<file path="src/design/gse_pkg.sv">
package gse_pkg;

  localparam int MAX_ROWS = 64;
  localparam int MAX_COLS = 64;
  localparam int MAP_DEPTH = MAX_ROWS * MAX_COLS;
  localparam int ADDR_W = $clog2(MAP_DEPTH);

  localparam int POS_W = 6;
  localparam int SIZE_W = 7;
  localparam int COST_W = 16;
  localparam int EST_W = 11;
  localparam int DIR_W = 3;

  localparam logic [SIZE_W-1:0] ROW_CAP = SIZE_W'((MAX_ROWS < 64) ? MAX_ROWS : 64);
  localparam logic [SIZE_W-1:0] COL_CAP = SIZE_W'((MAX_COLS < 64) ? MAX_COLS : 64);
  localparam logic [ADDR_W-1:0] LAST_ADDR = ADDR_W'(MAP_DEPTH - 1);

  localparam logic [COST_W-1:0] STRAIGHT_STEP = COST_W'(10);
  localparam logic [COST_W-1:0] DIAGONAL_STEP = COST_W'(14);
  localparam logic [DIR_W-1:0] LAST_DIR = DIR_W'(7);

  localparam logic CMD_WRITE = 1'b0;
  localparam logic CMD_EXPAND = 1'b1;

  localparam logic [1:0] REG_ROWS = 2'd0;
  localparam logic [1:0] REG_COLS = 2'd1;
  localparam logic [1:0] REG_TROW = 2'd2;
  localparam logic [1:0] REG_TCOL = 2'd3;

  typedef enum logic [1:0] {
    ST_CLEAR,
    ST_IDLE,
    ST_EXPAND
  } gse_state_e;

  typedef enum logic [1:0] {
    D_ZERO,
    D_DEC,
    D_INC
  } gse_delta_e;

  typedef struct packed {
    logic              cmd;
    logic [POS_W-1:0]  row;
    logic [POS_W-1:0]  col;
    logic              cell_free;
    logic [COST_W-1:0] pcost;
  } gse_item_t;

  typedef struct packed {
    logic [SIZE_W-1:0] rows;
    logic [SIZE_W-1:0] cols;
    logic [POS_W-1:0]  trow;
    logic [POS_W-1:0]  tcol;
  } gse_cfg_t;

  typedef struct packed {
    logic [DIR_W-1:0]  dir;
    logic              inb;
    logic [POS_W-1:0]  row;
    logic [POS_W-1:0]  col;
    logic [COST_W-1:0] pcost;
  } gse_issue_t;

  typedef struct packed {
    logic              neg;
    logic [SIZE_W-1:0] val;
  } gse_step_t;

  function automatic gse_delta_e row_delta(input logic [DIR_W-1:0] dir);
    gse_delta_e d;
    case (dir)
      3'd0, 3'd4, 3'd6: d = D_DEC;
      3'd1, 3'd5, 3'd7: d = D_INC;
      default:          d = D_ZERO;
    endcase
    return d;
  endfunction

  function automatic gse_delta_e col_delta(input logic [DIR_W-1:0] dir);
    gse_delta_e d;
    case (dir)
      3'd2, 3'd4, 3'd5: d = D_DEC;
      3'd3, 3'd6, 3'd7: d = D_INC;
      default:          d = D_ZERO;
    endcase
    return d;
  endfunction

  function automatic gse_step_t step_pos(input logic [POS_W-1:0] pos, input gse_delta_e d);
    gse_step_t s;
    s.neg = 1'b0;
    s.val = {1'b0, pos};
    case (d)
      D_DEC: begin
        s.neg = (pos == '0);
        s.val = {1'b0, pos} - SIZE_W'(1);
      end
      D_INC:   s.val = {1'b0, pos} + SIZE_W'(1);
      default: s.val = {1'b0, pos};
    endcase
    return s;
  endfunction

  function automatic logic [ADDR_W-1:0] cell_addr(input logic [POS_W-1:0] row,
                                                  input logic [POS_W-1:0] col);
    return ADDR_W'(ADDR_W'(row) * ADDR_W'(MAX_COLS) + ADDR_W'(col));
  endfunction

endpackage

</file>
<file path="src/design/gse_calc.sv">
module gse_calc (
  input  logic                        clk_i,
  input  logic                        rst_ni,
  input  logic                        issue_valid_i,
  output logic                        issue_ready_o,
  input  gse_pkg::gse_issue_t         issue_i,
  input  gse_pkg::gse_cfg_t           cfg_i,
  input  logic                        ram_rdata_i,
  output logic                        out_valid_o,
  input  logic                        out_ready_i,
  output logic [gse_pkg::DIR_W-1:0]   move_dir_o,
  output logic                        succ_valid_o,
  output logic [gse_pkg::POS_W-1:0]   succ_row_o,
  output logic [gse_pkg::POS_W-1:0]   succ_col_o,
  output logic [gse_pkg::COST_W-1:0]  succ_cost_o,
  output logic [gse_pkg::EST_W-1:0]   succ_estimate_o,
  output logic                        last_o
);
  import gse_pkg::*;

  typedef struct packed {
    logic [DIR_W-1:0]  dir;
    logic              inb;
    logic [POS_W-1:0]  row;
    logic [POS_W-1:0]  col;
    logic [COST_W-1:0] cost;
    logic [EST_W-1:0]  est;
  } calc_t;

  logic              s1_valid_q, s1_valid_d;
  calc_t             s1_q, s1_d;
  logic              out_valid_q, out_valid_d;
  logic              ok;
  logic              s1_adv;
  logic              issue_fire;
  logic [COST_W:0]   cost_sum;
  logic [POS_W-1:0]  drow, dcol;
  logic [POS_W:0]    man_dist;

  logic [DIR_W-1:0]  dir_q;
  logic              val_q;
  logic [POS_W-1:0]  row_q, col_q;
  logic [COST_W-1:0] cost_q;
  logic [EST_W-1:0]  est_q;

  assign issue_fire = issue_valid_i && issue_ready_o;
  assign s1_adv = s1_valid_q && (!out_valid_q || out_ready_i);
  assign issue_ready_o = !s1_valid_q || s1_adv;

  // cost and estimate while the map bit is read
  always_comb begin
    cost_sum = {1'b0, issue_i.pcost} +
               {1'b0, (issue_i.dir[2] ? DIAGONAL_STEP : STRAIGHT_STEP)};
    drow = (issue_i.row >= cfg_i.trow) ? issue_i.row - cfg_i.trow : cfg_i.trow - issue_i.row;
    dcol = (issue_i.col >= cfg_i.tcol) ? issue_i.col - cfg_i.tcol : cfg_i.tcol - issue_i.col;
    man_dist = {1'b0, drow} + {1'b0, dcol};
    s1_d.dir = issue_i.dir;
    s1_d.inb = issue_i.inb;
    s1_d.row = issue_i.row;
    s1_d.col = issue_i.col;
    s1_d.cost = cost_sum[COST_W] ? '1 : cost_sum[COST_W-1:0];
    s1_d.est = (EST_W'(man_dist) << 3) + (EST_W'(man_dist) << 1);
  end

  assign ok = s1_q.inb && ram_rdata_i;

  always_comb begin
    s1_valid_d = s1_valid_q;
    if (issue_fire) s1_valid_d = 1'b1;
    else if (s1_adv) s1_valid_d = 1'b0;
    out_valid_d = out_valid_q;
    if (s1_adv) out_valid_d = 1'b1;
    else if (out_ready_i) out_valid_d = 1'b0;
  end

  always_ff @(posedge clk_i or negedge rst_ni) begin
    if (!rst_ni) begin
      s1_valid_q <= 1'b0;
      out_valid_q <= 1'b0;
    end else begin
      s1_valid_q <= s1_valid_d;
      out_valid_q <= out_valid_d;
    end
  end

  always_ff @(posedge clk_i) begin
    if (issue_fire) s1_q <= s1_d;
    if (s1_adv) begin
      dir_q <= s1_q.dir;
      val_q <= ok;
      row_q <= ok ? s1_q.row : '0;
      col_q <= ok ? s1_q.col : '0;
      cost_q <= ok ? s1_q.cost : '0;
      est_q <= ok ? s1_q.est : '0;
    end
  end

  assign out_valid_o = out_valid_q;
  assign move_dir_o = dir_q;
  assign succ_valid_o = val_q;
  assign succ_row_o = row_q;
  assign succ_col_o = col_q;
  assign succ_cost_o = cost_q;
  assign succ_estimate_o = est_q;
  assign last_o = (dir_q == LAST_DIR);

endmodule

</file>
<file path="config.mk">
export PLATFORM = sky130hd
export DESIGN_NAME = gse_calc
export DESIGN_NICKNAME = d
export VERILOG_FILES = /design/src/design/gse_pkg.sv /design/src/design/gse_calc.sv
export SDC_FILE = /design/constraint.sdc
export NUM_CORES = 1
export LEC_CHECK = 0
export BUFFER_PORTS_ARGS = -buffer_cell sky130_fd_sc_hd__buf_2
export CAP_MARGIN = 20
export CORE_MARGIN = 2
export CORE_UTILIZATION = 42
export CTS_CLUSTER_DIAMETER = 150
export DETAILED_ROUTE_END_ITERATION = 6
export HOLD_SLACK_MARGIN = 0.02
export PLACE_DENSITY = 0.7
export SLEW_MARGIN = 20
export SYNTH_ARGS = -nofsm -noshare
export SYNTH_HDL_FRONTEND = slang
export SYNTH_SLANG_ARGS = --single-unit
</file>
<file path="constraint.sdc">
create_clock -name clk_i -period 2 [get_ports clk_i]
set_clock_uncertainty 0.1 [all_clocks]
set_input_delay 0.4 -clock clk_i [delete_from_list [all_inputs] [get_ports clk_i]]
set_output_delay 0.4 -clock clk_i [all_outputs]
set_load 0.02 [all_outputs]
</file>
==> results.md <==
- Largest stage delay, worst path: 0.39 ns
- RSZ-0062 raised after global routing: true
- WP data arrival: 3.92 ns
- Inserted Clock Buffers: 9
- DR WL/cell: 13.1 um
- Die area: 11800 sq um
- Int Power: 4960 uW
- Register area share after synthesis: 56.1%
- Critical-path top delay cell: fa_2
- Crit Path Class: in -> reg
- Reg power frac: 33.2%
- First-pass GRT wire length: 14000 um
- Die Wd: 109 um
- Reg clk slew, reported paths: 0.08 ns
- Status: complete, but fails checks
- N_diodes: 0
- Layout Utilization: 58.2%
- Via Count: 3243
- Die Y: 109 um
- CTS root buf: clkbuf_8
- Primary FF master, synth: edfxtp_1
- CP Cell Sequence: buf_6 -> inv_4 -> ha_4 -> inv_2 -> fa_2 -> a21o_1 -> a21oi_2 -> o221a_1 -> buf_6 -> buf_4 -> mux2_4 -> ha_4 -> a21o_1 -> a21oi_4 -> xnor2_4 -> fa_2 -> a21o_1 -> a21oi_2 -> nor2b_1 -> o21ai_1 -> xnor2_1
- Ports: 109
- DRC errors left: 0
- Final hold viol count: 0
- PwrDens: 1150 nW/um^2
- Detail Route Antenna Nets: 0
- CP Capture Type: flop
- Violated checks: negative setup slack
- HP Class: in -> reg
- Final wirelength: 8950 um
- Delay-heaviest family, CP: compound AO/OA/AOI/OAI gates
- Area growth, synth to finish: 36.4%
- Mapped Area: 4590 sq um
- Layout cells sized above 1: 43.8%
- Placer congestion estimate: 0.840
- WP buf/inv: 5
- Pre-CTS WS: -2.31 ns
- Initial antenna violation count: 0
- Syn nets: 467
- Pins Over Slew Limit: 0
- Worst-path maximum fanout: 3
- Register bit total from synthesis: 86
- Fin cells: 681
- All-layer global routing usage: 15.5%
- Layout Nets: 640
- CP Launch Type: primary input
- CTS tree: yes
- Clock Power Share: 16.4%
- Tightest Pin Transition: 0.949 ns
- Max-cap violations: 0
- Most frequent cells in the layout: buf_2, edfxtp_1, buf_4
- Clk_lat worst skew: 0.35 ns
- DP Wirelength: 6810 um
- Clk buf depth: 2
- Mean post-synth cell area: 12.6 sq um
- Vias per cell: 4.76
- Logic pwr share: 50.3%
- Worst path most repeated cell: a21o_1
- Synth async-reset ratio: 2.33%
- Peak supply drop: 0.769 mV
- Total grt overflow: 0
- Final setup vio count: 9
- Fin area: 6260 sq um
- Final worst slack: -1.92 ns
- Largest net degree at the start of global routing: 43
- Worst relative slew slack: 36.7%
- Fmax: 255 MHz
- Syn Inst Count: 363
- Clock sink count: 86
- Inst Count DP: 652
- Starting density of the core: 42.7%
- EDFF count, synth: 84
- Setup TNS: -14.07 ns
- Final worst path period share: 196%
- First DRT Iteration DRCs: 90
- Filler cells: 900
- Sw power: 2270 uW
- Final Critical Period: 3.92 ns
- LEAKAGE: 0.00293 uW
- Switching share of power: 31.4%
- Core area: 10700 sq um
- Critical path data required time: 2.00 ns
- Area after DPL: 5790 sq um
- Rows: 38
- DR pass1 iterations: 5
- IO Port Bufs: 93
- Cell variety after synth: 39
- Most common cell after layout, fill and taps aside: buf_2
- Number of global-route vias before repair: 3093
- Yosys warns: 0
- H-tree levels: 3
-- worst paths after layout --
path                             start             to  slack (ns)  cells past startpoint
max                        issue_i[16]        s1_q[9]       -1.92                     21
min                        issue_i[30]       s1_q[41]        0.13                      1
max reg2reg                 s1_valid_q       s1_q[15]        0.20                      2
min reg2reg                   s1_q[42]  move_dir_o[2]        0.32                      0
max in group asynchronous       rst_ni    out_valid_o        1.44                      2
min in group asynchronous       rst_ni     s1_valid_q        0.27                      2
-- layer usage --
metal	global-route usage (%)	vias to the layer above	wire length, um
met2	25.7	101	4390
met1	20.1	1480	3990
met4	6.23	0	193
met3	2.65	21	376
met5	0	-	0
li1	-	1641	-
-- cells in the mapped netlist (all sizes together) (5+ instances only) --
library cell   n  area share [%]
nand2b         5            0.68
a21o           8             1.4
xor2           7             1.3
ha            34             9.3
and3          43             5.9
buf            6             1.3
edfxtp        84              55
xnor2         17             3.2
inv           42             3.4
clkbuf         8            0.65
fa             7             3.1
nand2         18             1.5
nand3          6            0.65
o21ai          7            0.76
mux2i         10             2.2
and2           6            0.82
a21oi         16             1.7
-- final cells by class --
type	count	area, sq um	area share, %
Clock buffer	9	124	1.98
Clock inverter	7	70.1	1.12
Inverter	42	173	2.76
Multi-Input combinational cell	221	2000	32.0
Sequential cell	86	2570	41.1
Tap cell	140	175	2.80
Timing Repair Buffer	176	1140	18.2
-- worst reg2reg max path, delay by kind of cell (launching register included) --
| kind | cells | cell delay (ns) |
|---|---|---|
| simple gates | 2 | 0.92 |
| flops | 1 | 0.40 |
-- power groups by stage --
stage / sequential, uW / combinational (uW) / clock, uW
after floorplan: 2530 / 1640 / 0
after global placement: 2440 / 2800 / 0
after detailed placement: 2440 / 2880 / 0
after CTS: 2400 / 3370 / 1230
after global routing: 2420 / 3960 / 1310
final: 2400 / 3640 / 1190
-- sequential cells by signal, summed over array words and instances (netlist names) --
register	cells
succ_estimate_o	10
succ_col_o	6
s1_valid_q	1
succ_valid_o	1
s1_q	42
succ_row_o	6
move_dir_o	3
out_valid_o	1
succ_cost_o	16
-- cell families (layout without fill, tap and decap cells) --
family | count (synthesis) | after routing | synth area share (%)
AO/OA/AOI/OAI | 47 | 47 | 6.76
XOR/XNOR | 24 | 24 | 4.58
adder cells (fa/ha/maj) | 41 | 41 | 12.3
buffers and inverters | 56 | 234 | 5.34
flip-flops | 86 | 86 | 56.1
multiplexers | 12 | 12 | 2.84
other | 1 | 1 | 0.0817
AND/OR/NAND/NOR | 96 | 96 | 12.0
-- metrics by stage --
| stage | total power (uW) | hold WS [ns] |
|---|---|---|
| 6_report | 7220 | 0.132 |
| 5_1_grt | 7680 | 0.105 |
| 4_1_cts | 7000 | 0.101 |
| 3_5_place_dp | 5320 | 0.0869 |
| 3_3_place_gp | 5240 | 0.0844 |
| 2_1_floorplan | 4170 | 0.00441 |
-- what timing repair did --
action / CTS / global route
setup endpoints to repair: 9 / 9
resized for setup: 19 / 10
pin swaps: 22 / 16
hold buffers: 1 / 0
setup buffers: 7 / 6
hold endpoints to repair: 2 / 0
Note: power is estimated with default switching activity, not from simulation.
