--- config.mk ---
export PLATFORM = sky130hd
export DESIGN_NAME = gse_seq
export DESIGN_NICKNAME = d
export VERILOG_FILES = /design/src/design/gse_pkg.sv /design/src/design/gse_seq.sv
export SDC_FILE = /design/constraint.sdc
export NUM_CORES = 1
export LEC_CHECK = 0
export BUFFER_PORTS_ARGS = -buffer_cell sky130_fd_sc_hd__buf_2
export CAP_MARGIN = 40
export CORE_MARGIN = 2
export CORE_UTILIZATION = 49
export DETAILED_ROUTE_END_ITERATION = 8
export GPL_ROUTABILITY_DRIVEN = 0
export PLACE_DENSITY_LB_ADDON = 0.1
export SETUP_SLACK_MARGIN = 0.05
export SLEW_MARGIN = 30
export SYNTH_ARGS = -nofsm -noshare
export SYNTH_HDL_FRONTEND = slang
export SYNTH_SLANG_ARGS = --single-unit
--- constraint.sdc ---
create_clock -name clk_i -period 5.4 [get_ports clk_i]
set_clock_uncertainty 0.2 [all_clocks]
set_input_delay 0.81 -clock clk_i [delete_from_list [all_inputs] [get_ports clk_i]]
set_output_delay 0.81 -clock clk_i [all_outputs]
set_load 0.05 [all_outputs]
--- src/design/gse_pkg.sv ---
package gse_pkg;

  localparam int MAX_ROWS = 64;
  localparam int MAX_COLS = 64;
  localparam int MAP_DEPTH = MAX_ROWS * MAX_COLS;
  localparam int ADDR_W = $clog2(MAP_DEPTH);

  localparam int POS_W = 6;
  localparam int SIZE_W = 7;
  localparam int COST_W = 16;
  localparam int EST_W = 11;
  localparam int DIR_W = 3;

  localparam logic [SIZE_W-1:0] ROW_CAP = SIZE_W'((MAX_ROWS < 64) ? MAX_ROWS : 64);
  localparam logic [SIZE_W-1:0] COL_CAP = SIZE_W'((MAX_COLS < 64) ? MAX_COLS : 64);
  localparam logic [ADDR_W-1:0] LAST_ADDR = ADDR_W'(MAP_DEPTH - 1);

  localparam logic [COST_W-1:0] STRAIGHT_STEP = COST_W'(10);
  localparam logic [COST_W-1:0] DIAGONAL_STEP = COST_W'(14);
  localparam logic [DIR_W-1:0] LAST_DIR = DIR_W'(7);

  localparam logic CMD_WRITE = 1'b0;
  localparam logic CMD_EXPAND = 1'b1;

  localparam logic [1:0] REG_ROWS = 2'd0;
  localparam logic [1:0] REG_COLS = 2'd1;
  localparam logic [1:0] REG_TROW = 2'd2;
  localparam logic [1:0] REG_TCOL = 2'd3;

  typedef enum logic [1:0] {
    ST_CLEAR,
    ST_IDLE,
    ST_EXPAND
  } gse_state_e;

  typedef enum logic [1:0] {
    D_ZERO,
    D_DEC,
    D_INC
  } gse_delta_e;

  typedef struct packed {
    logic              cmd;
    logic [POS_W-1:0]  row;
    logic [POS_W-1:0]  col;
    logic              cell_free;
    logic [COST_W-1:0] pcost;
  } gse_item_t;

  typedef struct packed {
    logic [SIZE_W-1:0] rows;
    logic [SIZE_W-1:0] cols;
    logic [POS_W-1:0]  trow;
    logic [POS_W-1:0]  tcol;
  } gse_cfg_t;

  typedef struct packed {
    logic [DIR_W-1:0]  dir;
    logic              inb;
    logic [POS_W-1:0]  row;
    logic [POS_W-1:0]  col;
    logic [COST_W-1:0] pcost;
  } gse_issue_t;

  typedef struct packed {
    logic              neg;
    logic [SIZE_W-1:0] val;
  } gse_step_t;

  function automatic gse_delta_e row_delta(input logic [DIR_W-1:0] dir);
    gse_delta_e d;
    case (dir)
      3'd0, 3'd4, 3'd6: d = D_DEC;
      3'd1, 3'd5, 3'd7: d = D_INC;
      default:          d = D_ZERO;
    endcase
    return d;
  endfunction

  function automatic gse_delta_e col_delta(input logic [DIR_W-1:0] dir);
    gse_delta_e d;
    case (dir)
      3'd2, 3'd4, 3'd5: d = D_DEC;
      3'd3, 3'd6, 3'd7: d = D_INC;
      default:          d = D_ZERO;
    endcase
    return d;
  endfunction

  function automatic gse_step_t step_pos(input logic [POS_W-1:0] pos, input gse_delta_e d);
    gse_step_t s;
    s.neg = 1'b0;
    s.val = {1'b0, pos};
    case (d)
      D_DEC: begin
        s.neg = (pos == '0);
        s.val = {1'b0, pos} - SIZE_W'(1);
      end
      D_INC:   s.val = {1'b0, pos} + SIZE_W'(1);
      default: s.val = {1'b0, pos};
    endcase
    return s;
  endfunction

  function automatic logic [ADDR_W-1:0] cell_addr(input logic [POS_W-1:0] row,
                                                  input logic [POS_W-1:0] col);
    return ADDR_W'(ADDR_W'(row) * ADDR_W'(MAX_COLS) + ADDR_W'(col));
  endfunction

endpackage

--- src/design/gse_seq.sv ---
module gse_seq (
  input  logic                      clk_i,
  input  logic                      rst_ni,
  input  logic                      item_valid_i,
  output logic                      item_ready_o,
  input  gse_pkg::gse_item_t        item_i,
  input  gse_pkg::gse_cfg_t         cfg_i,
  output logic                      issue_valid_o,
  input  logic                      issue_ready_i,
  output gse_pkg::gse_issue_t       issue_o,
  output logic                      ram_we_o,
  output logic [gse_pkg::ADDR_W-1:0] ram_waddr_o,
  output logic                      ram_wdata_o,
  output logic                      ram_re_o,
  output logic [gse_pkg::ADDR_W-1:0] ram_raddr_o
);
  import gse_pkg::*;

  gse_state_e        state_q, state_d;
  logic [ADDR_W-1:0] clr_q, clr_d;
  logic [DIR_W-1:0]  dir_q, dir_d;
  logic [POS_W-1:0]  row_q, row_d;
  logic [POS_W-1:0]  col_q, col_d;
  logic [COST_W-1:0] pcost_q, pcost_d;

  logic              item_fire;
  logic              issue_fire;
  logic              wr_in_range;
  gse_step_t         nr, nc;
  logic [SIZE_W-1:0] row_bound, col_bound;

  assign item_fire = item_valid_i && item_ready_o;
  assign issue_fire = issue_valid_o && issue_ready_i;
  assign wr_in_range = (32'(item_i.row) < MAX_ROWS) && (32'(item_i.col) < MAX_COLS);

  // neighbor position and bound check
  assign nr = step_pos(row_q, row_delta(dir_q));
  assign nc = step_pos(col_q, col_delta(dir_q));
  assign row_bound = (cfg_i.rows < ROW_CAP) ? cfg_i.rows : ROW_CAP;
  assign col_bound = (cfg_i.cols < COL_CAP) ? cfg_i.cols : COL_CAP;

  always_comb begin
    issue_o.dir = dir_q;
    issue_o.inb = !nr.neg && !nc.neg && (nr.val < row_bound) && (nc.val < col_bound);
    issue_o.row = nr.val[POS_W-1:0];
    issue_o.col = nc.val[POS_W-1:0];
    issue_o.pcost = pcost_q;
  end

  always_comb begin
    state_d = state_q;
    case (state_q)
      ST_CLEAR: begin
        if (clr_q == LAST_ADDR) state_d = ST_IDLE;
      end
      ST_IDLE: begin
        if (item_fire && item_i.cmd == CMD_EXPAND) state_d = ST_EXPAND;
      end
      ST_EXPAND: begin
        if (issue_fire && dir_q == LAST_DIR) state_d = ST_IDLE;
      end
      default: state_d = ST_CLEAR;
    endcase
  end

  always_comb begin
    item_ready_o = 1'b0;
    issue_valid_o = 1'b0;
    ram_we_o = 1'b0;
    ram_waddr_o = cell_addr(item_i.row, item_i.col);
    ram_wdata_o = item_i.cell_free;
    ram_re_o = 1'b0;
    ram_raddr_o = cell_addr(issue_o.row, issue_o.col);
    case (state_q)
      ST_CLEAR: begin
        ram_we_o = 1'b1;
        ram_waddr_o = clr_q;
        ram_wdata_o = 1'b0;
      end
      ST_IDLE: begin
        item_ready_o = 1'b1;
        ram_we_o = item_valid_i && item_i.cmd == CMD_WRITE && wr_in_range;
      end
      ST_EXPAND: begin
        issue_valid_o = 1'b1;
        ram_re_o = issue_ready_i;
      end
      default: ;
    endcase
  end

  always_comb begin
    clr_d = clr_q;
    dir_d = dir_q;
    row_d = row_q;
    col_d = col_q;
    pcost_d = pcost_q;
    if (state_q == ST_CLEAR) clr_d = clr_q + ADDR_W'(1);
    if (item_fire) begin
      dir_d = '0;
      row_d = item_i.row;
      col_d = item_i.col;
      pcost_d = item_i.pcost;
    end else if (issue_fire) begin
      dir_d = dir_q + DIR_W'(1);
    end
  end

  always_ff @(posedge clk_i or negedge rst_ni) begin
    if (!rst_ni) begin
      state_q <= ST_CLEAR;
      clr_q <= '0;
      dir_q <= '0;
    end else begin
      state_q <= state_d;
      clr_q <= clr_d;
      dir_q <= dir_d;
    end
  end

  always_ff @(posedge clk_i) begin
    row_q <= row_d;
    col_q <= col_d;
    pcost_q <= pcost_d;
  end

endmodule

==> qor_table.md, run 1 <==
| Group | Quantity | Value |
| --- | --- | --- |
| sta | Slew Limit Headroom | 55.8% |
| layout | Register cell area after layout | 1270 sq um |
| synthesis | Warnings from Yosys | 0 |
| clock tree | TritonCTS clock tree | built |
| synthesis | Count of cell types in the netlist | 50 |
| global routing | Final global-route overflow total | 0 |
| clock tree | Clock-pin slew of the registers on the worst-case setup and hold paths | 90 ps |
| detailed routing | Count of antenna-violating nets left after detailed routing | 0 |
| clock tree | # clock sinks | 45 |
| setup path | Maximum fanout count along the critical path | 6 |
| synthesis | Fraction of synthesized cell area taken by the top area cell type | 27.6% |
| global routing | Met3 track demand over resource | 3.08% |
| detailed routing | TritonRoute pass-1 iters | 4 |
| layout | Count of nets after finishing | 478 |
| setup path | Data arrival at the endpoint of the critical path | 4090 ps |
| floorplan | Number of placement rows | 28 |
| synthesis | Most area-hungry cell type in the Yosys netlist | sky130_fd_sc_hd__edfxtp_1 |
| global routing | Met2 routing resource usage after global routing | 30.2% |
| clock tree | Buffer type at the clock tree root | sky130_fd_sc_hd__clkbuf_8 |
| sta | Setup ws final | 296 ps |
| layout | Antenna diode count | 0 |
| setup path | Critical path required time | 4390 ps |
| detailed routing | Total Routed Length | 6130 um |
| global routing | First-pass GRT wire length | 10,400 um |
| layout | Area of the multi-input gates | 1670 sq um |
| layout | Growth of design area from synthesis to finish | 23.8% |
| setup path | Sort of element at the start of the critical path | flip-flop |
| detailed routing | Vias | 2,409 |
| placed design | Post-DP HPWL | 5020 um |
| floorplan | Height of the die | 82.8 um |
| setup path | Kind of critical path | flip-flop to output port |
| synthesis | Share of the yosys chip area belonging to registers | 41.6% |
| synthesis | Number of nets produced by synthesis | 378 |
| placed design | Number of buffers added on ports | 108 |
| sta | Total negative setup slack | 0 ps |
| layout | Fraction of layout instances using a drive strength above 1 | 38.6% |
| layout | Filler instances | 515 |
| floorplan | Number of placed I/O pins | 121 |
| sta | Final hold vios | 0 |
| sta | Final Max Tran Viols | 0 |
| clock tree | Number of hold buffers added after CTS | 0 |
| worst hold path | Class of the worst hold path | primary input to async pin |
| sta | Transition at the pin with the smallest max-transition slack | 663 ps |
| synthesis | Async set-or-reset flop fraction in the synthesized netlist | 37.8% |
| global routing | GR met1 Demand/Resource | 23.8% |
| clock tree | Total clock buffers created by CTS | 5 |
| synthesis | Prevailing post-synth register cell | sky130_fd_sc_hd__edfxtp_1 |
| clock tree | Clk Latency, worst-skew pair | 290 ps |
| synthesis | Number of enable-type register cells in the synthesized netlist | 28 |
| sta | RSZ-0062 raised after global routing | no |
| sta | Peak Freq | 196 MHz |
| flow run | Max capacitance violation total | 0 |
| global routing | Initial antenna violation count | 0 |
| detailed routing | Initial DRC Count | 53 |
| floorplan | Starting Density | 51.1% |
| placed design | Pre-CTS WS | 376 ps |
| clock tree | Number of levels in the clock H-tree | 2 |
| synthesis | Number of register bits inferred by synthesis | 45 |
| sta | Setup-failing EPs final | 0 |
| synthesis | Leading post-synthesis cells by instance count | sky130_fd_sc_hd__ha_1 (34), sky130_fd_sc_hd__nand2_1 (29), sky130_fd_sc_hd__edfxtp_1 (28) |
| synthesis | Mapped Avg Cell Area | 10.8 sq um |
| clock tree | Largest buffer count on any clock path | 2 |
| synthesis | Cells taking the most area after synthesis | sky130_fd_sc_hd__edfxtp_1 (28%), sky130_fd_sc_hd__dfrtp_1 (14%), sky130_fd_sc_hd__ha_1 (14%) |
| global routing | Gr usage total | 18.0% |
| global routing | Vias in the first global route | 2,286 |
| floorplan | Area of the core | 5960 sq um |
| detailed routing | Post-detailed-route DRC marker count | 0 |
| setup path | Kind of capture point of the worst setup path | output port |
| synthesis | Most instantiated library cell after synthesis | sky130_fd_sc_hd__ha_1 |
| detailed routing | Mean number of vias per cell | 5.26 |
| synthesis | Post-Synthesis Cell Area | 3040 sq um |
| detailed routing | Routed wire per std cell | 13.4 um |
| layout | Share of the core filled with cells in the final layout | 63.3% |
| global routing | Maximum number of pins on one net before global-route repair | 20 |
| synthesis | Synthesized instance count | 282 |
| global routing | Global route hottest layer | met2 |
| sta | Final worst-path cycle share | 94.5% |
| status | Result of the run | complete, no violations |
| floorplan | Die Footprint | 6860 sq um |
| sta | Shortest clock period the worst path allows after layout | 5100 ps |
| floorplan | Die boundary width | 82.8 um |
## placed cells by master, fill, tap and decap left out, types with 4 or more instances in the layout
cell                       count
sky130_fd_sc_hd__nand2_1      29
sky130_fd_sc_hd__a21o_1        7
sky130_fd_sc_hd__clkbuf_8      5
sky130_fd_sc_hd__nor2_1       12
sky130_fd_sc_hd__edfxtp_1     28
sky130_fd_sc_hd__nor3_1        5
sky130_fd_sc_hd__xor2_1        7
sky130_fd_sc_hd__nor2b_1       7
sky130_fd_sc_hd__buf_2       107
sky130_fd_sc_hd__nand4_1       5
sky130_fd_sc_hd__ha_1         31
sky130_fd_sc_hd__mux2_2       14
sky130_fd_sc_hd__dfrtp_1      15
sky130_fd_sc_hd__inv_1        14
sky130_fd_sc_hd__nand3_1       7
sky130_fd_sc_hd__a21oi_1       8
sky130_fd_sc_hd__xnor2_1      10
sky130_fd_sc_hd__o21ai_1       4
sky130_fd_sc_hd__o21ai_0       4
## logic make-up (layout without fill, tap and decap cells)
family / Yosys count / in the layout / share of synthesized area (%)
flip-flops: 45 / 45 / 41.6
AO/OA/AOI/OAI: 49 / 49 / 11.1
multiplexers: 15 / 15 / 5.51
buffers and inverters: 33 / 134 / 5.71
AND/OR/NAND/NOR: 86 / 86 / 15.4
adder cells (fa/ha/maj): 36 / 36 / 15.3
XOR/XNOR: 18 / 18 / 5.43
## what timing repair did
action	CTS	global route
gates cloned	0	0
pin swaps	0	1
setup buffers	0	1
setup endpoints to repair	1	1
gates resized for setup	1	5
## layout make-up
class                           instances  area share [%]
Sequential cell                        45            33.7
Clock inverter                          2            1.03
Timing Repair Buffer                  110            14.9
Multi-Input combinational cell        204            44.4
Tap cell                               75            2.49
Clock buffer                            6            1.93
Inverter                               16            1.59
## state kept, by name (all words and copies together), names as in the netlist
register,count
pcost_q,16
row_q,6
col_q,6
state_q,2
dir_q,3
clr_q,12
## critical path, cell delays in order, from the launching register on
cell and delay [ps]:
sky130_fd_sc_hd__dfrtp_2 430, sky130_fd_sc_hd__ha_2 190, sky130_fd_sc_hd__ha_1 240, sky130_fd_sc_hd__a211o_1 310, sky130_fd_sc_hd__ha_2 220, sky130_fd_sc_hd__inv_2 130
sky130_fd_sc_hd__ha_4 230, sky130_fd_sc_hd__nor2b_1 140, sky130_fd_sc_hd__o31a_1 270, sky130_fd_sc_hd__or3_1 350, sky130_fd_sc_hd__nand3_1 90, sky130_fd_sc_hd__ha_1 250
sky130_fd_sc_hd__and4_1 210, sky130_fd_sc_hd__a31oi_1 150, sky130_fd_sc_hd__nand4_1 170, sky130_fd_sc_hd__a211oi_4 240, sky130_fd_sc_hd__buf_6 180
## final timing paths
path	slack, ps	cells past startpoint	start	endpoint
min in group clk_i	290	1	clr_q[6]$_DFFE_PN0P_	clr_q[6]$_DFFE_PN0P_
max in group asynchronous	4470	1	rst_ni	dir_q[0]$_DFFE_PN0P_
max reg2reg	3210	3	state_q[0]$_DFFE_PN0P_	row_q[4]$_DFFE_PP_
min reg2reg	290	1	clr_q[6]$_DFFE_PN0P_	clr_q[6]$_DFFE_PN0P_
max	300	16	dir_q[0]$_DFFE_PN0P_	issue_o[28]
min	220	1	rst_ni	clr_q[1]$_DFFE_PN0P_
## routing by layer
metal | part of all wire (%) | vias up
met5 | 0 | -
met4 | 1.5 | 0
met3 | 4.6 | 9
met2 | 49 | 68
met1 | 45 | 1113
li1 | - | 1219
## per-stage QoR
stage | instance area (sq um) | hold WS, ps | cells
final | 3770 | 223 | 458
after global routing | 3770 | 246 | 458
after CTS | 3740 | 225 | 457
after detailed placement | 3620 | 280 | 449
after global placement | 3620 | 273 | 449
after floorplan | 3100 | 253 | 282
Power of run 1 is not shown: default switching activity piles up to over one toggle a cycle in this logic, so the estimate is an artifact.
==> run 2, diff against run 1 <==
--- a/config.mk
+++ b/config.mk
@@ -7,11 +7,14 @@
 export LEC_CHECK = 0
 export BUFFER_PORTS_ARGS = -buffer_cell sky130_fd_sc_hd__buf_2
 export CAP_MARGIN = 40
+export CELL_PAD_IN_SITES_DETAIL_PLACEMENT = 0
+export CELL_PAD_IN_SITES_GLOBAL_PLACEMENT = 1
 export CORE_MARGIN = 2
-export CORE_UTILIZATION = 49
+export CORE_UTILIZATION = 37
 export DETAILED_ROUTE_END_ITERATION = 8
 export GPL_ROUTABILITY_DRIVEN = 0
-export PLACE_DENSITY_LB_ADDON = 0.1
+export HOLD_SLACK_MARGIN = 0.08
+export PLACE_DENSITY_LB_ADDON = 0.3
 export SETUP_SLACK_MARGIN = 0.05
 export SLEW_MARGIN = 30
 export SYNTH_ARGS = -nofsm -noshare
==> qor_table.md, run 2 (synthesis gave the netlist of run 1 again) <==
| Group | Quantity | Value | Change |
| --- | --- | --- | --- |
| status | Result of the run | complete, no violations | unchanged |
| setup path | Kind of critical path | flip-flop to output port | unchanged |
| setup path | Path depth of the worst reg2reg path | 4 | was 3 |
| setup path | Sort of element at the start of the critical path | flip-flop | unchanged |
| sta | Transition at the pin with the smallest max-transition slack | 491 ps | was 663 ps |
| setup path | Cells along the critical path | ha_2, ha_1, a211o_1, ha_2, inv_2, ha_1, nor2b_1, o31a_1, or3_1, nand3_1, ha_1, and4_1, a31oi_1, nand4_1, a211oi_4, buf_6 | was ha_2, ha_1, a211o_1, ha_2, inv_2, ha_4, nor2b_1, o31a_1, or3_1, nand3_1, ha_1, and4_1, a31oi_1, nand4_1, a211oi_4, buf_6 |
| layout | Leading registers by flop count | pcost_q x16, clr_q x12 | unchanged |
| detailed routing | Vias | 2,373 | was 2,409 |
| floorplan | Number of placement rows | 33 | was 28 |
| global routing | First-pass GRT wire length | 10,500 um | was 10,400 um |
| layout | Count of nets after finishing | 478 | unchanged |
| setup path | Cell family contributing the most delay on the critical path | adder cells | unchanged |
| setup path | Critical path's slowest cell | sky130_fd_sc_hd__dfrtp_2 | unchanged |
| global routing | Vias in the first global route | 2,362 | was 2,286 |
| layout | Area of the multi-input gates | 1660 sq um | was 1670 sq um |
| setup path | Crit-path most repeated cell | sky130_fd_sc_hd__ha_1 |  |
| clock tree | Largest buffer count on any clock path | 2 | unchanged |
| clock tree | Buffer type at the clock tree root | sky130_fd_sc_hd__clkbuf_8 | unchanged |
| flow run | Max capacitance violation total | 0 | unchanged |
| global routing | Maximum number of pins on one net before global-route repair | 33 | was 20 |
| layout | Register with the highest flop count | pcost_q | unchanged |
| setup path | Critical path required time | 4390 ps | about the same |
| clock tree | Clock-pin slew of the registers on the worst-case setup and hold paths | 80 ps | was 90 ps |
| detailed routing | Count of antenna-violating nets left after detailed routing | 0 | unchanged |
| setup path | Data arrival at the endpoint of the critical path | 4120 ps | was 4090 ps |
| sta | Slew Limit Headroom | 67.3% | was 55.8% |
| setup path | Flop-to-flop setup slack | 3590 ps | was 3210 ps |
| layout | Antenna diode count | 0 | unchanged |
| sta | Final Max Tran Viols | 0 | unchanged |
| placed design | Post-DP HPWL | 5180 um | was 5020 um |
| setup path | Maximum fanout count along the critical path | 6 | unchanged |
| sta | Final hold vios | 0 | unchanged |
| clock tree | # clock sinks | 45 | unchanged |
| setup path | Startpoint of the worst-slack reg-to-reg timing path | state_q[0]$_DFFE_PN0P_ | unchanged |
| layout | Register cell area after layout | 1270 sq um | unchanged |
| floorplan | Area of the core | 8090 sq um | was 5960 sq um |
| floorplan | Die boundary width | 94.7 um | was 82.8 um |
| detailed routing | Routed wire per std cell | 13.1 um | was 13.4 um |
| sta | Peak Freq | 195 MHz | was 196 MHz |
| global routing | Final global-route overflow total | 0 | unchanged |
| layout | Growth of design area from synthesis to finish | 25.3% | was 23.8% |
| setup path | Slowest cell delay on critical path | 440 ps | was 430 ps |
| layout | Fraction of layout instances using a drive strength above 1 | 38.6% | unchanged |
| global routing | Gr usage total | 14.8% | was 18.0% |
| clock tree | Number of levels in the clock H-tree | 2 | unchanged |
| layout | Most common cell after layout, fill and taps aside | sky130_fd_sc_hd__buf_2 | unchanged |
| clock tree | Total clock buffers created by CTS | 5 | unchanged |
| clock tree | Number of hold buffers added after CTS | 0 | unchanged |
| detailed routing | Mean number of vias per cell | 4.86 | was 5.26 |
| sta | Setup-failing EPs final | 0 | unchanged |
| layout | Filler instances | 819 | was 515 |
| worst hold path | Class of the worst hold path | primary input to async pin | unchanged |
| sta | Shortest clock period the worst path allows after layout | 5130 ps | was 5100 ps |
| floorplan | Height of the die | 94.7 um | was 82.8 um |
| layout | Flip-flop count of the largest register after layout | 16 | unchanged |
| clock tree | TritonCTS clock tree | built | unchanged |
| setup path | Capture instance of the worst register-to-register path | clr_q[8]$_DFFE_PN0P_ | was row_q[4]$_DFFE_PP_ |
| layout | Leading cell types in the layout, fill and taps excluded | sky130_fd_sc_hd__buf_2 (107), sky130_fd_sc_hd__ha_1 (32), sky130_fd_sc_hd__nand2_1 (29), sky130_fd_sc_hd__edfxtp_1 (28), sky130_fd_sc_hd__dfrtp_1 (15) | was sky130_fd_sc_hd__buf_2 (107), sky130_fd_sc_hd__ha_1 (31), sky130_fd_sc_hd__nand2_1 (29), sky130_fd_sc_hd__edfxtp_1 (28), sky130_fd_sc_hd__dfrtp_1 (15) |
| setup path | CP bufs+invs | 2 | unchanged |
| detailed routing | Post-detailed-route DRC marker count | 0 | unchanged |
| clock tree | Clk Latency, worst-skew pair | 290 ps | about the same |
| floorplan | Die Footprint | 8970 sq um | was 6860 sq um |
| sta | Total negative setup slack | 0 ps | unchanged |
| sta | Final worst-path cycle share | 95.0% | was 94.5% |
| detailed routing | Initial DRC Count | 51 | was 53 |
| floorplan | Number of placed I/O pins | 121 | unchanged |
| setup path | Kind of capture point of the worst setup path | output port | unchanged |
| global routing | Initial antenna violation count | 0 | unchanged |
| sta | RSZ-0062 raised after global routing | no | unchanged |
| placed design | Number of buffers added on ports | 108 | unchanged |
| detailed routing | Total Routed Length | 6370 um | was 6130 um |
| detailed routing | TritonRoute pass-1 iters | 5 | was 4 |
| floorplan | Starting Density | 37.6% | was 51.1% |
[run 2: cell type report]
cell class | instances | share of cell area [%]
Tap cell | 105 | 3.44
Inverter | 16 | 1.57
Clock buffer | 5 | 1.80
Multi-Input combinational cell | 204 | 43.5
Timing Repair Buffer | 110 | 14.7
Sequential cell | 45 | 33.3
Clock inverter | 3 | 1.71
[run 2: worst max-delay path by stage]
stage	from	end	slack (ps)	cells past startpoint
3_3_place_gp	dir_q[0]$_DFFE_PN0P_	issue_o[28]	420	15
2_1_floorplan	dir_q[0]$_DFFE_PN0P_	issue_o[28]	50	14
6_report	dir_q[1]$_DFFE_PN0P_	issue_o[28]	270	16
5_1_grt	dir_q[1]$_DFFE_PN0P_	issue_o[28]	80	16
4_1_cts	dir_q[1]$_DFFE_PN0P_	issue_o[28]	60	15
3_5_place_dp	dir_q[0]$_DFFE_PN0P_	issue_o[28]	400	15
[run 2: metrics by stage]
step / setup slack (ps) / instance area, sq um / cells / util (%) / hold WS, ps
CTS: 56.5 / 3800 / 487 / 46.9 / 236
global placement: 423 / 3660 / 479 / 45.3 / 296
floorplan: 52.6 / 3100 / 282 / - / 253
global route: 80.1 / 3810 / 488 / 47.1 / 239
detailed placement: 398 / 3660 / 479 / 45.3 / 297
finish: 268 / 3810 / 488 / 47.1 / 224
[run 2: routing by layer]
| layer | global-route usage, % | up-vias | routed length [um] |
|---|---|---|---|
| li1 | - | 1211 | - |
| met1 | 17.7 | 1085 | 2770 |
| met4 | 3.26 | 0 | 59 |
| met5 | 0 | - | 0 |
| met3 | 3.99 | 6 | 416 |
| met2 | 26.5 | 71 | 3130 |
[run 2: timing repair]
action | 4_1_cts | 5_1_grt
setup buffers | 0 | 1
gates resized for setup | 0 | 5
endpoints found under the setup margin | 0 | 1
Power of run 2 is left out for the same reason.
==> run 3, diff against run 2 <==
--- a/config.mk
+++ b/config.mk
@@ -10,13 +10,13 @@
 export CELL_PAD_IN_SITES_DETAIL_PLACEMENT = 0
 export CELL_PAD_IN_SITES_GLOBAL_PLACEMENT = 1
 export CORE_MARGIN = 2
-export CORE_UTILIZATION = 37
+export CORE_UTILIZATION = 36
 export DETAILED_ROUTE_END_ITERATION = 8
 export GPL_ROUTABILITY_DRIVEN = 0
 export HOLD_SLACK_MARGIN = 0.08
 export PLACE_DENSITY_LB_ADDON = 0.3
 export SETUP_SLACK_MARGIN = 0.05
-export SLEW_MARGIN = 30
+export SLEW_MARGIN = 5
 export SYNTH_ARGS = -nofsm -noshare
 export SYNTH_HDL_FRONTEND = slang
 export SYNTH_SLANG_ARGS = --single-unit
==> qor_table.md, run 3 (synthesis gave the netlist of run 1 again) <==
| Group | Quantity | Value | Change |
| --- | --- | --- | --- |
| status | Result of the run | complete, no violations | unchanged |
| setup path | Flop-to-flop setup slack | 3290 ps | was 3590 ps |
| setup path | Logic depth of the worst setup path including buffers | 16 | unchanged |
| sta | RSZ-0062 raised after global routing | no | unchanged |
| setup path | Cell family contributing the most delay on the critical path | adder cells | unchanged |
| placed design | Post-DP HPWL | 5400 um | was 5180 um |
| setup path | Crit path from | dir_q[0]$_DFFE_PN0P_ | was dir_q[1]$_DFFE_PN0P_ |
| floorplan | Die boundary width | 96.0 um | was 94.7 um |
| global routing | Vias in the first global route | 2,393 | was 2,362 |
| setup path | Data arrival at the endpoint of the critical path | 4060 ps | was 4120 ps |
| floorplan | Starting Density | 37.0% | was 37.6% |
| setup path | Sort of element at the start of the critical path | flip-flop | unchanged |
| layout | Non-filler instance count after layout | 487 | was 488 |
| sta | Slew Limit Headroom | 65.1% | was 67.3% |
| floorplan | Number of placed I/O pins | 121 | unchanged |
| sta | Shortest clock period the worst path allows after layout | 5070 ps | was 5130 ps |
| layout | Flip-flop count of the largest register after layout | 16 | unchanged |
| global routing | Final global-route overflow total | 0 | unchanged |
| layout | Growth of design area from synthesis to finish | 23.5% | was 25.3% |
| clock tree | Buffer type at the clock tree root | sky130_fd_sc_hd__clkbuf_8 | unchanged |
| detailed routing | Vias | 2,389 | was 2,373 |
| global routing | First-pass GRT wire length | 10,800 um | was 10,500 um |
| floorplan | Number of placement rows | 33 | unchanged |
| floorplan | Die Footprint | 9210 sq um | was 8970 sq um |
| global routing | Maximum number of pins on one net before global-route repair | 22 | was 33 |
| global routing | Initial antenna violation count | 0 | unchanged |
| clock tree | # clock sinks | 45 | unchanged |
| floorplan | Height of the die | 96.0 um | was 94.7 um |
| detailed routing | Total Routed Length | 6590 um | was 6370 um |
| setup path | Path depth of the worst reg2reg path | 3 | was 4 |
| detailed routing | Count of antenna-violating nets left after detailed routing | 0 | unchanged |
| layout | Fraction of layout instances using a drive strength above 1 | 38.2% | was 38.6% |
| sta | Final worst-path cycle share | 93.8% | was 95.0% |
| setup path | Kind of capture point of the worst setup path | output port | unchanged |
| detailed routing | TritonRoute pass-1 iters | 4 | was 5 |
| layout | Antenna diode count | 0 | unchanged |
| layout | Most common cell after layout, fill and taps aside | sky130_fd_sc_hd__buf_2 | unchanged |
| layout | Leading registers by flop count | pcost_q x16, clr_q x12 | unchanged |
| placed design | Number of buffers added on ports | 108 | unchanged |
| setup path | Startpoint of the worst-slack reg-to-reg timing path | state_q[0]$_DFFE_PN0P_ | unchanged |
| layout | Register with the highest flop count | pcost_q | unchanged |
| placed design | Number of instances in the placed design | 479 | unchanged |
| clock tree | TritonCTS clock tree | built | unchanged |
| floorplan | Area of the core | 8220 sq um | was 8090 sq um |
| clock tree | Clk Latency, worst-skew pair | 290 ps | about the same |
| setup path | Critical path required time | 4390 ps | about the same |
| layout | Count of nets after finishing | 477 | was 478 |
| sta | Setup-failing EPs final | 0 | unchanged |
| setup path | Crit-path most repeated cell | sky130_fd_sc_hd__ha_2 | was sky130_fd_sc_hd__ha_1 |
| setup path | Capture instance of the worst register-to-register path | pcost_q[4]$_DFFE_PP_ | was clr_q[8]$_DFFE_PN0P_ |
| clock tree | Largest buffer count on any clock path | 2 | unchanged |
| detailed routing | Initial DRC Count | 85 | was 51 |
| setup path | Slowest cell delay on critical path | 440 ps | about the same |
| global routing | Gr usage total | 14.8% | about the same |
| sta | Total negative setup slack | 0 ps | unchanged |
| sta | Final Max Tran Viols | 0 | unchanged |
| flow run | Max capacitance violation total | 0 | unchanged |
| worst hold path | Class of the worst hold path | primary input to async pin | unchanged |
| detailed routing | Mean number of vias per cell | 4.91 | was 4.86 |
| detailed routing | Post-detailed-route DRC marker count | 0 | unchanged |
| sta | Transition at the pin with the smallest max-transition slack | 523 ps | was 491 ps |
| layout | Leading cell types in the layout, fill and taps excluded | sky130_fd_sc_hd__buf_2 (107), sky130_fd_sc_hd__ha_1 (31), sky130_fd_sc_hd__nand2_1 (29), sky130_fd_sc_hd__edfxtp_1 (28), sky130_fd_sc_hd__dfrtp_1 (15) | was sky130_fd_sc_hd__buf_2 (107), sky130_fd_sc_hd__ha_1 (32), sky130_fd_sc_hd__nand2_1 (29), sky130_fd_sc_hd__edfxtp_1 (28), sky130_fd_sc_hd__dfrtp_1 (15) |
| clock tree | Number of levels in the clock H-tree | 2 | unchanged |
| setup path | Critical path's slowest cell | sky130_fd_sc_hd__dfrtp_2 | unchanged |
| setup path | CP bufs+invs | 2 | unchanged |
| detailed routing | Routed wire per std cell | 13.5 um | was 13.1 um |
| setup path | Kind of critical path | flip-flop to output port | unchanged |
| setup path | Maximum fanout count along the critical path | 6 | unchanged |
| clock tree | Clock-pin slew of the registers on the worst-case setup and hold paths | 80 ps | about the same |
| setup path | Cells along the critical path | ha_2, ha_2, a211o_1, ha_2, inv_4, ha_1, nor2b_1, o31a_1, or3_1, nand3_1, ha_1, and4_1, a31oi_1, nand4_1, a211oi_4, buf_6 | was ha_2, ha_1, a211o_1, ha_2, inv_2, ha_1, nor2b_1, o31a_1, or3_1, nand3_1, ha_1, and4_1, a31oi_1, nand4_1, a211oi_4, buf_6 |
| sta | Peak Freq | 197 MHz | was 195 MHz |
| clock tree | Total clock buffers created by CTS | 5 | unchanged |
| sta | Final hold vios | 0 | unchanged |
run 3: what timing repair did:
item,in CTS,in global routing
setup buffers,0,0
hold endpoints to repair,0,0
hold buffers,0,0
setup endpoints to repair,0,1
resized for setup,0,7
run 3: layer usage:
metal	vias to the layer above	GRT usage, %	part of all wire (%)
li1	1213	-	-
met1	1097	18.3	44
met2	75	25.8	48
met3	4	4.86	7.3
met4	0	2.38	0.47
met5	-	0	0
run 3: worst reg2reg max path: cells and delay by family, from the launching register on:
kind | cells | cell delay, ps
and+or+nand+nor | 2 | 730
buffers and inverters | 1 | 380
DFF | 1 | 480
run 3: worst max-delay path by stage:
stage | to | slack [ps]
after floorplan | issue_o[28] | 50
after global placement | issue_o[28] | 410
after detailed placement | issue_o[28] | 400
after CTS | issue_o[28] | 60
after global routing | issue_o[28] | 70
final | issue_o[28] | 330
run 3: area by class of cell:
| class | count | area [sq um] |
|---|---|---|
| repair buffers | 109 | 554 |
| inverters | 16 | 62.6 |
| multi-input cells | 204 | 1660 |
| flip-flops and latches | 45 | 1270 |
| well taps | 105 | 131 |
| clock inverters | 1 | 5.00 |
| fillers | 838 | 4460 |
| clock buffers | 7 | 76.3 |
run 3: through the flow:
step | area (sq um) | worst slack [ps] | util [%] | hold slack [ps]
3_3_place_gp | 3660 | 410 | 44.6 | 277
3_5_place_dp | 3660 | 397 | 44.6 | 283
4_1_cts | 3740 | 60.5 | 45.6 | 242
2_1_floorplan | 3100 | 52.6 | - | 253
5_1_grt | 3760 | 73.6 | 45.8 | 248
6_report | 3760 | 332 | 45.8 | 237
Power of run 3 is left out for the same reason.
